<file path="src/design/lbpd_pkg.sv">
// ----------------------------------------------------------------------------
// lbpd_pkg
// Shared constants, blink pattern ROM and types for the LED blink pattern
// debouncer.
// ----------------------------------------------------------------------------
package lbpd_pkg;

   localparam int PRESCALE     = 25;
   localparam int DEBOUNCE_MAX = 4;
   localparam int BUTTON_COUNT = 2;
   localparam int NUM_PATTERNS = 6;

   localparam int PRESCALE_W = $clog2(PRESCALE + 1);
   localparam int DBNC_W     = $clog2(DEBOUNCE_MAX + 1);
   localparam int SLOT_W     = (BUTTON_COUNT > 1) ? $clog2(BUTTON_COUNT) : 1;
   localparam int PAT_W      = 3;
   localparam int POS_W      = 3;
   localparam int DUR_W      = 4;
   localparam int LEVELS_W   = 2;
   localparam int EVENT_W    = 2;

   localparam logic [PAT_W-1:0] LAST_PATTERN = PAT_W'(NUM_PATTERNS - 1);
   localparam logic [EVENT_W-1:0] EVENT_NONE = '0;

   typedef logic [PAT_W-1:0]    pattern_type;
   typedef logic [POS_W-1:0]    position_type;
   typedef logic [DUR_W-1:0]    duration_type;
   typedef logic [LEVELS_W-1:0] levels_type;
   typedef logic [EVENT_W-1:0]  event_type;

   typedef struct packed {
      logic       step;
      levels_type levels;
   } tick_type;

   function automatic pattern_type pat_clamp(input pattern_type p);
      pat_clamp = (p > LAST_PATTERN) ? LAST_PATTERN : p;
   endfunction

   function automatic position_type pat_len(input pattern_type p);
      case (p)
         3'd4:    pat_len = 3'd4;
         3'd5:    pat_len = 3'd6;
         default: pat_len = 3'd2;
      endcase
   endfunction

   function automatic duration_type pat_entry(input pattern_type p, input position_type pos);
      pat_entry = 4'd0;
      case (p)
         3'd0: pat_entry = (pos == 3'd0) ? 4'd8 : (pos == 3'd1) ? 4'd2 : 4'd0;
         3'd1: pat_entry = (pos < 3'd2) ? 4'd3 : 4'd0;
         3'd2: pat_entry = (pos < 3'd2) ? 4'd1 : 4'd0;
         3'd3: pat_entry = (pos == 3'd0) ? 4'd2 : (pos == 3'd1) ? 4'd8 : 4'd0;
         3'd4: pat_entry = (pos < 3'd3) ? 4'd2 : (pos == 3'd3) ? 4'd8 : 4'd0;
         3'd5: pat_entry = (pos < 3'd5) ? 4'd2 : (pos == 3'd5) ? 4'd8 : 4'd0;
         default: pat_entry = 4'd0;
      endcase
   endfunction

endpackage

</file>
<file path="src/design/lbpd_blink.sv">
// ----------------------------------------------------------------------------
// lbpd_blink
// Tick prescaler and blink pattern sequencer driving the LED level.
// ----------------------------------------------------------------------------
module lbpd_blink (
   input  logic                 clock,
   input  logic                 reset,
   input  logic                 step,
   input  lbpd_pkg::pattern_type pattern_select,
   output logic                 led_next
);
   import lbpd_pkg::*;

   logic [PRESCALE_W-1:0] prescale_ff, prescale_in;
   position_type          position_ff, position_in;
   duration_type          duration_ff, duration_in;
   pattern_type           active_ff, active_in;
   logic                  led_ff, led_in;

   pattern_type           p;
   position_type          pos;
   position_type          len;
   position_type          pos_inc;
   duration_type          dur_inc;
   logic [PRESCALE_W-1:0] pre_dec;

   always_comb begin
      p           = pat_clamp(active_ff);
      len         = pat_len(p);
      pos         = (position_ff < len) ? position_ff : '0;
      pos_inc     = pos + POS_W'(1);
      dur_inc     = duration_ff + DUR_W'(1);
      pre_dec     = prescale_ff - PRESCALE_W'(1);
      prescale_in = prescale_ff;
      position_in = position_ff;
      duration_in = duration_ff;
      active_in   = active_ff;
      led_in      = led_ff;
      if (step) begin
         prescale_in = pre_dec;
         if (pre_dec == '0) begin
            prescale_in = PRESCALE_W'(PRESCALE);
            duration_in = dur_inc;
            position_in = pos;
            if (dur_inc == pat_entry(p, pos)) begin
               led_in      = ~led_ff;
               duration_in = '0;
               position_in = pos_inc;
               if (pos_inc >= len) begin
                  position_in = '0;
                  active_in   = pat_clamp(pattern_select);
               end
            end
         end
      end
   end

   always_ff @(posedge clock) begin
      if (reset) begin
         prescale_ff <= PRESCALE_W'(PRESCALE);
         position_ff <= '0;
         duration_ff <= '0;
         active_ff   <= '0;
         led_ff      <= 1'b1;
      end else begin
         prescale_ff <= prescale_in;
         position_ff <= position_in;
         duration_ff <= duration_in;
         active_ff   <= active_in;
         led_ff      <= led_in;
      end
   end

   assign led_next = led_in;

endmodule

</file>
<file path="src/design/lbpd_debounce.sv">
// ----------------------------------------------------------------------------
// lbpd_debounce
// Round-robin saturating counter debouncer with press event detection.
// ----------------------------------------------------------------------------
module lbpd_debounce (
   input  logic                clock,
   input  logic                reset,
   input  lbpd_pkg::tick_type  tick,
   output lbpd_pkg::event_type event_next
);
   import lbpd_pkg::*;

   logic [DBNC_W-1:0] count_ff [BUTTON_COUNT];
   logic [DBNC_W-1:0] count_in;
   logic [SLOT_W-1:0] slot_ff, slot_in;
   logic [DBNC_W-1:0] cur;
   logic              pressed;

   always_comb begin
      cur        = count_ff[slot_ff];
      pressed    = (int'(slot_ff) < LEVELS_W) && tick.levels[slot_ff];
      count_in   = cur;
      event_next = EVENT_NONE;
      if (pressed) begin
         if (cur < DBNC_W'(DEBOUNCE_MAX)) begin
            count_in = cur + DBNC_W'(1);
            if (count_in == DBNC_W'(DEBOUNCE_MAX)) begin
               event_next = EVENT_W'(slot_ff) + EVENT_W'(1);
            end
         end
      end else if (cur != '0) begin
         count_in = cur - DBNC_W'(1);
      end
      slot_in = (slot_ff == SLOT_W'(BUTTON_COUNT - 1)) ? '0 : slot_ff + SLOT_W'(1);
   end

   always_ff @(posedge clock) begin
      if (reset) begin
         for (int i = 0; i < BUTTON_COUNT; i++) begin
            count_ff[i] <= '0;
         end
         slot_ff <= '0;
      end else if (tick.step) begin
         count_ff[slot_ff] <= count_in;
         slot_ff           <= slot_in;
      end
   end

endmodule

</file>
<file path="src/design/led_blink_pattern_debouncer.sv">
// ----------------------------------------------------------------------------
// led_blink_pattern_debouncer
// LED blink pattern generator with round-robin button debouncer.
// ----------------------------------------------------------------------------
// Result: an accepted tick loads the result register, which shows it on rsp in the next cycle.
// Throughput: one tick per cycle while rsp is not stalled; the result register accepts a new tick
//   in the same cycle its current result is taken.
// Reset: synchronous, active high; LED on, pattern 0, counters cleared,
//   result register empty, pattern select 0.
module led_blink_pattern_debouncer (
   input  logic       clock,
   input  logic       reset,
   input  logic       req_tvalid,
   output logic       req_tready,
   input  logic [7:0] req_tdata,   // [1:0] button_levels
   output logic       rsp_tvalid,
   input  logic       rsp_tready,
   output logic [7:0] rsp_tdata,   // [0] led_on, [2:1] press_event
   input  logic       csr_valid,
   output logic       csr_ready,
   input  logic [2:0] csr_data     // [2:0] pattern_select
);
   import lbpd_pkg::*;

   pattern_type select_ff;
   logic        valid_ff, valid_in;
   logic        led_ff;
   event_type   event_ff;
   logic        led_next;
   event_type   event_next;
   tick_type    tick;
   logic        accept;

   assign req_tready  = ~valid_ff | rsp_tready;
   assign accept      = req_tvalid & req_tready;
   assign csr_ready   = 1'b1;
   assign tick        = {accept, req_tdata[LEVELS_W-1:0]};
   assign valid_in    = accept | (valid_ff & ~rsp_tready);

   lbpd_blink u_blink (
      .clock          (clock),
      .reset          (reset),
      .step           (accept),
      .pattern_select (select_ff),
      .led_next       (led_next)
   );

   lbpd_debounce u_debounce (
      .clock      (clock),
      .reset      (reset),
      .tick       (tick),
      .event_next (event_next)
   );

   always_ff @(posedge clock) begin
      if (reset) begin
         select_ff <= '0;
         valid_ff  <= 1'b0;
      end else begin
         valid_ff <= valid_in;
         if (csr_valid) begin
            select_ff <= csr_data;
         end
      end
   end

   always_ff @(posedge clock) begin
      if (accept) begin
         led_ff   <= led_next;
         event_ff <= event_next;
      end
   end

   assign rsp_tvalid = valid_ff;
   assign rsp_tdata  = {5'b0, event_ff, led_ff};

endmodule

</file>
<file path="config.mk">
export PLATFORM = sky130hd
export DESIGN_NAME = led_blink_pattern_debouncer
export DESIGN_NICKNAME = d
export VERILOG_FILES = /design/src/design/lbpd_pkg.sv /design/src/design/lbpd_blink.sv /design/src/design/lbpd_debounce.sv /design/src/design/led_blink_pattern_debouncer.sv
export SDC_FILE = /design/constraint.sdc
export NUM_CORES = 1
export LEC_CHECK = 0
export ABC_AREA = 1
export BUFFER_PORTS_ARGS = -buffer_cell sky130_fd_sc_hd__buf_2
export CORE_AREA = 10 10 54 99
export CTS_CLUSTER_DIAMETER = 80
export DETAILED_ROUTE_END_ITERATION = 7
export DIE_AREA = 0 0 64 109
export PLACE_DENSITY_LB_ADDON = 0.12
export SETUP_SLACK_MARGIN = 0.4
export SYNTH_ARGS = -nofsm -noshare
export SYNTH_HDL_FRONTEND = slang
export SYNTH_SLANG_ARGS = --single-unit
</file>
<file path="constraint.sdc">
create_clock -name clock -period 4.2 [get_ports clock]
set_input_delay 0.84 -clock clock [delete_from_list [all_inputs] [get_ports clock]]
set_output_delay 0.84 -clock clock [all_outputs]
set_load 0.005 [all_outputs]
</file>
==> metrics <==
CP Cell Sequence=nand2_1 > nand2_1 > o21ai_0 > nand2_1 > inv_1 > ha_1 > ha_1 > o21ai_0 > a31o_1 > and2_0 > nand3_1 > nand2_1 > inv_1 > nor2_1; post-layout min period=2.77 ns; dpl hpwl=3.22 mm; Yosys top cell by area=dfxtp_1; Core Footprint=0.00380 sq mm; # clock sinks=31; drt first pass iters=4; first-pass GRT wire length=6.98 mm; part of the power in the clock network=0.391; DP Area=0.00203 sq mm; TNS Setup=0 ns; Starting Density=0.514; slowest CP cell=dfxtp_1; Setup crit start kind=flip-flop; Layout Skew=0.00493 ns; fin crit share=0.660; IO Pins=27; Layout Nets=308; # port buffers=14; most common cell after layout, fill and taps aside=nand2_1; Least-Margin Pin Slew=0.615 ns; largest net degree at the start of global routing=19; Critical Path AT=2.99 ns; GRT overflow=0; Remaining DRCs=0; Ys Warns=0; Hold Vio Cnt, Final=0; number of diodes=0; Setup Fix Bufs, Post-CTS=0; status=completed; post-route cell area=0.00214 sq mm; Synth Area per Inst=7.41 sq um; Layout area overhead=9.21%; PostCTS Resize Cnt=0; Synth area leaders=dfxtp_1 23%, edfxtp_1 14%, nand2_1 9.4%; count of different cell masters after synthesis=34; worst skew pair latency=0.28 ns; sequential share of the synthesized area=0.363; Via density=4.98; CP Capture Type=flip-flop; setup violators final=0; final wirelength=3.92 mm; Max Slew Vio Count=0; Die ar.=0.00698 sq mm; P_leak=1.00 nW; vias in the first global route=1670; Worst-path clk slew=0.07 ns; initial antenna violation count=0; register share of total power=0.466; HP Class=reg -> reg; worst setup path category=reg -> reg; P_sw=0.184 mW; max cap viols=0; clock tree from TritonCTS=yes; Crit Path Max Fanout=8; fmax=361 MHz; PwrDens=336 mW/mm^2; Rel. slew slack=0.589; CP required=4.42 ns; Peak supply drop=0.000175 V; Die H=109 um; switching share of power=0.256; post-synth top area share=0.225; Combinational Power Share=0.143; Int Pwr=0.535 mW; crit-path most repeated cell=nand2_1; via count=1643; layout cells sized above 1=0.140; GPL Wtd Cong=0.831; Site Rows=32; Post-Synthesis Cell Area=0.00196 sq mm; drt wl/cell=11.9 um; Root Driver=clkbuf_8; total CTS buffers=5; RSZ-0062 raised after global routing=false; Horiz. Die Dim=64 um; Syn Inst Count=264; Routed Antenna Nets=0; GRT Total Usage=0.123; H-tree Lvls=2; DR iter-0 viols=46; most frequent cells in the layout=49 x nand2_1, 31 x inv_1, 31 x nor2_1; Bufs on Longest Clock Path=2; Post-CTS Hold Fix Bufs=0; register bit total from synthesis=31; worst stage delay on the critical path=0.57 ns
-- kinds of logic (layout without fill, tap and decap cells) --
kind of cell	count (synthesis)	in the layout	synth area share
AO/OA/AOI/OAI	39	39	0.108
XOR/XNOR	7	7	0.0314
adder cells (fa/ha/maj)	14	14	0.0896
buffers and inverters	51	62	0.117
flip-flops	31	31	0.363
other	2	6	0.00384
AND/OR/NAND/NOR	120	120	0.287
-- synthesized netlist by cell type --
cell type,count
o21ai_1,2
clkbuf_1,2
nor3_1,2
nand4_1,6
nand2_2,4
xnor2_1,4
or2_1,1
inv_4,1
a31o_1,1
o21bai_2,1
ha_1,14
nand4_4,1
nand3_1,19
nor2_1,31
nand2_1,49
buf_4,7
o21ai_0,16
nand3_2,2
xor2_1,3
o2111ai_1,1
o21a_1,1
inv_2,5
buf_6,1
or2_2,2
a21oi_1,17
inv_1,31
buf_2,1
nor2_2,1
nor2_8,1
clkinv_1,3
and2_0,1
conb_1,2
dfxtp_1,22
edfxtp_1,9
-- worst paths after layout --
check | from | to | slack, ns | cells past startpoint
worst max-delay path | u_blink.active_ff[2] | u_blink.active_ff[0] | 1.43 | 14
worst min-delay path | select_ff[1] | select_ff[1] | 0.48 | 2
worst max register to register | u_blink.active_ff[2] | u_blink.active_ff[0] | 1.43 | 14
worst min register to register | select_ff[1] | select_ff[1] | 0.48 | 2
-- worst max-delay path: cells and delay by family (launching register included) --
family / cells / cell delay (ns)
AND/OR/NAND/NOR: 7 / 1.10
flip-flops: 1 / 0.57
adder cells (fa/ha/maj): 2 / 0.49
AO/OA/AOI/OAI: 3 / 0.40
buffers and inverters: 2 / 0.12
-- cell type report --
| class | count | area [sq um] |
|---|---|---|
| Clock inverter | 3 | 38.8 |
| Sequential cell | 31 | 711 |
| Fill cell | 396 | 1670 |
| Multi-Input combinational cell | 186 | 1030 |
| Timing Repair Buffer | 14 | 70.1 |
| Tap cell | 51 | 63.8 |
| Clock buffer | 5 | 68.8 |
| Inverter | 40 | 153 |
-- registers in the layout, summed over array words and instances, names as in the netlist, 2 cells and up, named ones only --
name and flops:
event_ff 2, select_ff 3, u_blink.active_ff 3, u_blink.duration_ff 4
u_blink.position_ff 3, u_blink.prescale_ff 5, u_debounce.count_ff 6
-- power by group through the flow --
| stage | logic, mW | registers [mW] | clock network, mW |
|---|---|---|---|
| CTS | 0.105 | 0.334 | 0.291 |
| finish | 0.103 | 0.335 | 0.281 |
| global placement | 0.103 | 0.340 | 0 |
| global route | 0.119 | 0.336 | 0.301 |
| detailed placement | 0.104 | 0.341 | 0 |
| floorplan | 0.0807 | 0.338 | 0 |
-- stage by stage --
| step | setup slack, ns | total power, mW | cells | utilization | hold WS (ns) |
|---|---|---|---|---|---|
| 6_report | 1.43 | 0.718 | 330 | 0.562 | 0.483 |
| 5_1_grt | 1.07 | 0.757 | 330 | 0.562 | 0.516 |
| 4_1_cts | 1.40 | 0.730 | 330 | 0.562 | 0.483 |
| 2_1_floorplan | 1.91 | 0.419 | 268 | - | 0.450 |
| 3_3_place_gp | 1.44 | 0.443 | 322 | 0.533 | 0.465 |
| 3_5_place_dp | 1.43 | 0.445 | 322 | 0.533 | 0.472 |
-- layer usage --
layer  vias to the layer above  part of all wire  GRT usage
li1                        863                 -          -
met1                       756              0.34      0.101
met2                        16              0.59      0.251
met3                         8             0.034     0.0277
met4                         0             0.031     0.0723
met5                         -                 0          0
Note: power is estimated with default switching activity, not from simulation.
